==> config.mk <==
export PLATFORM = sky130hd
export DESIGN_NAME = gtf_queue
export DESIGN_NICKNAME = d
export VERILOG_FILES = /design/src/gtf_pkg.sv /design/src/gtf_queue.sv
export SDC_FILE = /design/constraint.sdc
export NUM_CORES = 1
export LEC_CHECK = 0
export ABC_AREA = 1
export BUFFER_PORTS_ARGS = -buffer_cell sky130_fd_sc_hd__buf_2
export CAP_MARGIN = 10
export CORE_MARGIN = 8
export CORE_UTILIZATION = 43
export DETAILED_ROUTE_END_ITERATION = 7
export GPL_TIMING_DRIVEN = 0
export PLACE_DENSITY = 0.67
export SETUP_SLACK_MARGIN = 0.5
export SYNTH_ARGS = -nofsm -noshare
export SYNTH_HDL_FRONTEND = slang
export SYNTH_SLANG_ARGS = --single-unit
==> constraint.sdc <==
create_clock -name clk -period 32.6 [get_ports clk]
set_input_delay 6.52 -clock clk [delete_from_list [all_inputs] [get_ports clk]]
set_output_delay 6.52 -clock clk [all_outputs]
set_load 0.05 [all_outputs]
==> src/gtf_pkg.sv <==
// ----------------------------------------------------------------------------
// gtf_pkg
// Shared types, constants and helpers of the trilinear grid force block.
// ----------------------------------------------------------------------------
package gtf_pkg;

  localparam int GRID_X_DEF = 16;
  localparam int GRID_Y_DEF = 16;
  localparam int GRID_Z_DEF = 16;

  // 0.05 in Q16.16, the finite-difference step.
  localparam logic signed [32:0] STEP_Q16 = 33'sd3277;
  localparam logic signed [55:0] FORCE_SCALE = 56'sd20;
  localparam int QDEPTH = 2;

  localparam logic [1:0] STAT_OK = 2'd0;
  localparam logic [1:0] STAT_RANGE = 2'd1;
  localparam logic [1:0] STAT_NEG = 2'd2;

  typedef enum logic [2:0] {
    CFG_ORIGIN_X = 3'd0,
    CFG_ORIGIN_Y = 3'd1,
    CFG_ORIGIN_Z = 3'd2,
    CFG_CPU_X    = 3'd3,
    CFG_CPU_Y    = 3'd4,
    CFG_CPU_Z    = 3'd5,
    CFG_GAIN     = 3'd6,
    CFG_SHIFT    = 3'd7
  } cfg_idx_t;

  typedef enum logic [2:0] {
    ST_CLEAR,
    ST_IDLE,
    ST_COORD,
    ST_CHECK,
    ST_NEAR,
    ST_LOOK,
    ST_OUT
  } back_state_t;

  typedef struct packed {
    logic               cmd;
    logic signed [31:0] atom_x;
    logic signed [31:0] atom_y;
    logic signed [31:0] atom_z;
    logic [3:0]         cell_ix;
    logic [3:0]         cell_iy;
    logic [3:0]         cell_iz;
    logic signed [31:0] cell_value;
  } gtf_in_t;

  typedef struct packed {
    logic [1:0]         status;
    logic signed [31:0] energy;
    logic signed [31:0] force_x;
    logic signed [31:0] force_y;
    logic signed [31:0] force_z;
  } gtf_out_t;

  typedef struct packed {
    logic signed [31:0] box_origin_x;
    logic signed [31:0] box_origin_y;
    logic signed [31:0] box_origin_z;
    logic [30:0]        cells_per_unit_x;
    logic [30:0]        cells_per_unit_y;
    logic [30:0]        cells_per_unit_z;
    logic signed [31:0] energy_gain;
    logic [15:0]        grid_shift;
  } gtf_cfg_t;

  typedef struct packed {
    logic    wr_ok;
    gtf_in_t item;
  } gtf_entry_t;

  function automatic logic [31:0] sat32(input logic signed [55:0] v);
    logic [31:0] r;
    if (v > 56'sd2147483647) begin
      r = 32'h7fffffff;
    end else if (v < -56'sd2147483648) begin
      r = 32'h80000000;
    end else begin
      r = v[31:0];
    end
    return r;
  endfunction

  // Corner weight: the fraction for the upper corner, one minus it for the lower.
  function automatic logic [16:0] wsel(input logic [15:0] f, input logic hi);
    logic [16:0] r;
    if (hi) begin
      r = {1'b0, f};
    end else begin
      r = 17'h10000 - {1'b0, f};
    end
    return r;
  endfunction

endpackage

==> src/gtf_queue.sv <==
// ----------------------------------------------------------------------------
// gtf_queue
// Short FIFO of classified commands between intake and the evaluation engine.
// ----------------------------------------------------------------------------
module gtf_queue (
  input  logic                clk,
  input  logic                rst,
  input  logic                push,
  input  gtf_pkg::gtf_entry_t entry_in,
  input  logic                pop,
  output logic                valid,
  output logic                full,
  output gtf_pkg::gtf_entry_t head
);
  import gtf_pkg::*;

  localparam int PW = $clog2(QDEPTH);

  gtf_entry_t     mem [QDEPTH];
  logic [PW-1:0]  wp;
  logic [PW-1:0]  rp;
  logic [PW:0]    count;

  always_ff @(posedge clk) begin
    if (rst) begin
      wp <= '0;
      rp <= '0;
      count <= '0;
    end else begin
      if (push) begin
        mem[wp] <= entry_in;
        wp <= wp + PW'(1);
      end
      if (pop) begin
        rp <= rp + PW'(1);
      end
      if (push && !pop) begin
        count <= count + (PW+1)'(1);
      end else if (pop && !push) begin
        count <= count - (PW+1)'(1);
      end
    end
  end

  always_comb begin
    valid = (count != '0);
    full = (count == (PW+1)'(QDEPTH));
    head = mem[rp];
  end

endmodule

# ---- Word-level counts from Yosys, hierarchy flattened
# Memories as Yosys holds them, arrays and structs flattened. A register that Yosys moved wholly into a read port is not among the register bits.
# Index checks and enable logic that the tools add are counted.
dict set report word_totals {
  register_bits 4
  latchBits 0
  ram_bits 284
  mem_bits_ro 0
  input_bits 146
  wordCells 22
  n_memories 1
}
dict set report op_classes {
  addsub 4
  mul 0
  div_mod_pow 0
  order_cmp 0
  eq_ne 1
  n_shift 0
  muxes 7
  bitwise 0
  n_reduce_logical 6
}
# memory depth width read_ports rd_ports_with_merged_regs wr line
set memory_table {}
lappend memory_table {mem 2 142 1 1 1 gtf_queue.sv:19} ;# gtf_entry_t mem [QDEPTH];
# op count
set ops {}
lappend ops {{$mux 1} 5}
lappend ops {{$mux 2} 2}
lappend ops {{$reduce_bool 2->1} 2}
lappend ops {{$add 1x1->1 const B} 2}
lappend ops {{$add 2x1->2 const B} 1}
lappend ops {{$eq 2x2->1 const B} 1}
lappend ops {{$logic_and 1x1->1} 2}
lappend ops {{$logic_not 1->1} 2}
lappend ops {{$sub 2x1->2 const B} 1}

# ---- Longest topological paths before layout
# Gate-level depths: netlist (run 1).
dict set report logic_depth {
  ltp_word 4
  mapped_depth 8
}

# ---- Worst setup path before layout (run 1)
# Ideal clock, no wire load.
dict set report synth_path {
  path_kind {input port to flip-flop}
  from {input port rst}
  to {memory mem[1][0] (netlist bit) (enable)}
  setup_time_ps 819
  arrival_ps 16310
  setup_slack_ps 15471
  stages 1
  n_path_buf 0
  cell_sequence {nor3_1}
}
dict set report synth_via {
  elab_chain_cells 2
}
# item line
set synth_lines {}
lappend synth_lines {{start, declared} gtf_queue.sv:7} ;# input logic rst,
lappend synth_lines {{$mux 1} gtf_queue.sv:25} ;# if (rst) begin
lappend synth_lines {{$mux 1 (not written as such)} gtf_queue.sv:31} ;# mem[wp] <= entry_in;
lappend synth_lines {{end, declared} gtf_queue.sv:19}
# Every way passes these cells.

# ---- Worst setup path after layout (run 1)
dict set report layout_path {
  from {input port rst}
  to {memory mem[1][85] (netlist bit) (enable)}
}
# The elaborated chain is that of the path after synthesis.

==> results.cfg, run 1 <==
[placement]
dp.cells = 1114
dpl_worst_slack_ps = 23510
hpwl_um = 16000
dpl-instance-area_um2 = 12900
io_buffers = 289
gp_congestion = 0.686

[timing]
fin_crit_sh_pct = 26.0
fmax_ghz = 0.118
setup_ws_ps = 24130
rsz0062_at_grt = false
setup_tns_ps = 0
tightest_slew_ps = 864
hold_violations = 0
setup_viol = 0
post-route-min-period_ps = 8470
slew_viol_final = 0
final.setup_skew_ps = 8.91
relSlewSlack_pct = 42.1
hold_ws_ps = 509

[clock_tree]
clk_latency_ps = 530
cts_tree = done
post_cts_buffers = 0
clk_pin_slew_ps = 60
clock_path_buffers = 3
htree_levels = 1
cts_resized = 0
clock-root-buffer = clkbuf_16
numCtsBuffers = 29
clock_sinks = 289
hold_buffers = 0

[synth]
synth.cell_area_um2 = 10800
yosys-top-cells-area = edfxtp_1, mux2_4, mux2_2
yosys_warnings = 0
ys_ff_latch = 289
synth_top_flop_cell = edfxtp_1
syn_area_per_cell_um2 = 22.7
synth.most_common_cell = edfxtp_1
synth_common_cells = edfxtp_1, mux2_4, mux2_2, buf_6, inv_1
ys_async_sr_fraction_pct = 0
yosysTopAreaCell = edfxtp_1
syn_inst = 476
yosysTopAreaCellShare_pct = 79.0
syn_nets = 623
ys_types = 16
synth-edff-count = 284
seq_area_frac_synth_pct = 79.9

[critical_path]
cp.arrival_ps = 8700
critPathKind = in -> reg
cp_max_fo = 12
r2r_slack_ps = 29920
critical_path_required_ps = 32830
cp-start-kind = primary input
cp-end-kind = flop

[finish]
drive_gt1_share_pct = 60.8
final_cells = 1169
utilization_pct = 55.8
seq_area_um2 = 8630
multi_input_area_um2 = 2010
stdcell_area_um2 = 13900
areaGrowthSynthToFinish_pct = 28.5
fill_cells = 1968
final_nets = 962

[grt]
first_global_vias = 5863
groute.usage.overall_pct = 13.7
antenna_found_initial = 3
grt.overflow.total = 0
grt_max_degree = 31
grtUsageMet3_pct = 5.42
grt_use_met2_pct = 23.6
gr-usage-met1_pct = 15.6
grt.busiest_layer = met2
grt_pass1_wl_um = 32900

[drt]
drtIter0Drc = 255
wl_um = 21900
viasPerCell = 4.65
final_antenna_net_count = 0
firstDrtPassIters = 4
drc = 0
vias = 5438
wl_per_cell_um = 18.8

[die]
coreArea_um2 = 24900
rows = 58
die_w_um = 174
ioPinCount = 290
die-area_um2 = 30400
die_h_um = 174
initial_core_util_pct = 43.4

[job]
drv_cap = 0

[min_path]
hold_path_class = reg -> reg

[power]
total_leakage_power_nw = 5.38
total_power_mw = 0.880
peakVddDrop_v = 0.0000504
p_per_area_nw_per_um2 = 63.4

[status]
status = completed
[worst max-delay path, cell delays in order]
cell and delay, ps:
buf_2 150, nor3_2 730, buf_8 240, buf_6 180, buf_6 190, buf_6 180
buf_6 160, buf_6 160, buf_6 170
[per-layer routing]
layer | vias to the layer above | part of all wire (%)
met4 | 4 | 1.9
met2 | 206 | 50
met3 | 38 | 9.3
met5 | - | 0.091
met1 | 2628 | 39
li1 | 2562 | -
[path summary, 6_finish.rpt]
check | startpoint | end | depth (start not counted)
min reg2reg | wp | wp | 2
max | rst | mem[1][85] | 9
max reg2reg | wp | mem[1][85] | 9
min | wp | wp | 2
[kinds of logic after synthesis]
logic type / synth area share, %
fa+ha+maj: 0.116
compound gates: 0.139
flops: 79.9
simple gates: 0.568
xor+xnor: 0.0811
mux: 17.6
buf+inv: 1.63
[state kept, by name, indices dropped and copies added (netlist names), named ones only]
signal and cells:
mem 284, count 2, rp 1, wp 1
[where the power goes]
part / internal [mW] / switching (mW) / total (mW)
clock network: 0.193 / 0.130 / 0.323
logic: 0.0434 / 0.0888 / 0.132
registers: 0.422 / 0.00279 / 0.425
[area by class of cell]
type | instances | area share (%)
clock buffer | 33 | 5.34
tap | 330 | 2.98
buffer | 16 | 1.03
antenna | 3 | 0.0541
timing repair buffer | 308 | 12.3
sequential | 289 | 62.2
inverter | 9 | 0.243
multi-input combinational | 162 | 14.5
clock inverter | 19 | 1.38
[placed cells by master (no fill, tap or decap), types with 2 or more instances in the layout]
cell       Yosys  routed
mux2_2        62      62
nor2_1         5       4
clkbuf_1       0       4
mux2_4        80      80
inv_1          9       9
bufinv_16      0       4
clkbuf_16      0      29
edfxtp_1     284     284
buf_2          6     295
diode_2        0       3
a21oi_1        2       2
buf_6         10      22
clkinv_1       0       8
clkinv_2       0       5
nand2_1        7       7
buf_12         0       4
dfxtp_1        5       5
(Power assumes the default switching activity.)
==> inputs of run 2 (changes only) <==
Clock period 32.6 ns to 8.1 ns, I/O delays scaled along.
==> run 2 against run 1 <==
Effect of this change:
- critical path depth decreased by 4
- register-to-register slack lost 24000 ps
- first-iteration DRC count rose by 14%
- flip-flop and latch count unchanged
- setup slack worse by 20000 ps
- critical path type is now reg -> out
- largest cell class unchanged
- largest power group unchanged
==> results.cfg, run 2 (synthesized netlist as in run 1, its figures left out) <==
[status]
status = completed

[die]
rows = 58
die_h_um = 174
coreArea_um2 = 24900
die-area_um2 = 30400
die_w_um = 174
initial_core_util_pct = 43.4
ioPinCount = 290

[finish]
layout_commonest_cell = buf_2
mostFrequentLayoutCells = buf_2, edfxtp_1, mux2_4
reg.largest.list = mem: 284 flops, count: 2 flops
drive_gt1_share_pct = 60.2
utilization_pct = 55.9
multi_input_area_um2 = 2020
final_nets = 959
fill_cells = 1953
largest_reg_flops = 284
seq_area_um2 = 8630
areaGrowthSynthToFinish_pct = 28.7
top_register = mem

[grt]
grt_max_degree = 31
grt.busiest_layer = met2
first_global_vias = 5912
grt_use_met2_pct = 23.9
groute.usage.overall_pct = 13.9
grt_pass1_wl_um = 33400
antenna_found_initial = 5
grtUsageMet3_pct = 5.42
grt.overflow.total = 0
gr-usage-met1_pct = 15.9

[clock_tree]
numCtsBuffers = 30
post_cts_buffers = 0
clock_sinks = 289
clk_pin_slew_ps = 60
hold_buffers = 0
htree_levels = 1
cts_tree = done
clk_latency_ps = 540
clock_path_buffers = 3
cts_resized = 0
clock-root-buffer = clkbuf_16

[critical_path]
cp-end-kind = output pin
critical_path_required_ps = 6480
critPathKind = reg -> out
cp-start-kind = flop
cp_max_fo = 10
cp.arrival_ps = 1940

[timing]
rsz0062_at_grt = false
post-route-min-period_ps = 3560
final.setup_skew_ps = 13.7
setup_ws_ps = 4540
setup_viol = 0
hold_violations = 0
fin_crit_sh_pct = 44.0
fmax_ghz = 0.281
slew_viol_final = 0
hold_ws_ps = 471
tightest_slew_ps = 753
relSlewSlack_pct = 49.6

[placement]
hpwl_um = 16300
io_buffers = 289
gp_congestion = 0.710
dpl_worst_slack_ps = 4510

[drt]
wl_per_cell_um = 19.1
drtIter0Drc = 291
wl_um = 22300
vias = 5513
firstDrtPassIters = 4
viasPerCell = 4.73
drc = 0
final_antenna_net_count = 0

[power]
p_per_area_nw_per_um2 = 251
total_leakage_power_nw = 5.38
peakVddDrop_v = 0.000164

[job]
drv_cap = 0

[min_path]
hold_path_class = reg -> reg
run 2: changes by cell type in the layout (fill, tap and decap cells not counted), sizes merged:
cell      previous run  this run
buf                324       320
bufinv               4         1
clkbuf              33        37
clkinvlp             1         0
run 2: where the power goes:
group	switching (mW)	internal, mW
Clock	0.518	0.722
Combinational	0.359	0.177
Sequential	0.0113	1.70
Total	0.888	2.60
run 2: final cells by class:
type                       instances  area share (%)
clock buffer                      37            5.74
antenna                            3          0.0540
multi-input combinational        162            14.5
inverter                           9           0.243
clock inverter                    15           0.693
tap                              330            2.97
sequential                       289            62.1
timing repair buffer             304            12.7
buffer                            16            1.03
run 2: routing by layer:
layer  share of wire, %  up-vias
met2                 50      222
met4                1.9        6
met5               0.16        -
met1                 39     2687
met3                9.4       37
li1                   -     2561
run 2: path summary, 6_finish.rpt:
check | start | to | slack, ps | depth (start not counted)
max reg2reg | wp | mem[1][121] | 5970 | 6
min | wp | wp | 470 | 2
max | flop | head[118] | 4540 | 5
min reg2reg | wp | wp | 470 | 2
run 2: critical path, cell delays in order (launching register included):
cell     delay, ps
dfxtp_1        320
buf_6          130
buf_6          190
buf_6          210
mux2_4         310
buf_2          220
run 2: per-stage QoR:
step	total power [mW]	instance area (um2)	TNS, ps	std cells
2_1_floorplan	2.14	10800	0	476
3_3_place_gp	2.27	12700	-11540	1095
3_5_place_dp	2.29	13000	0	1110
4_1_cts	3.53	13900	0	1162
5_1_grt	3.60	13900	0	1164
6_report	3.49	13900	0	1165
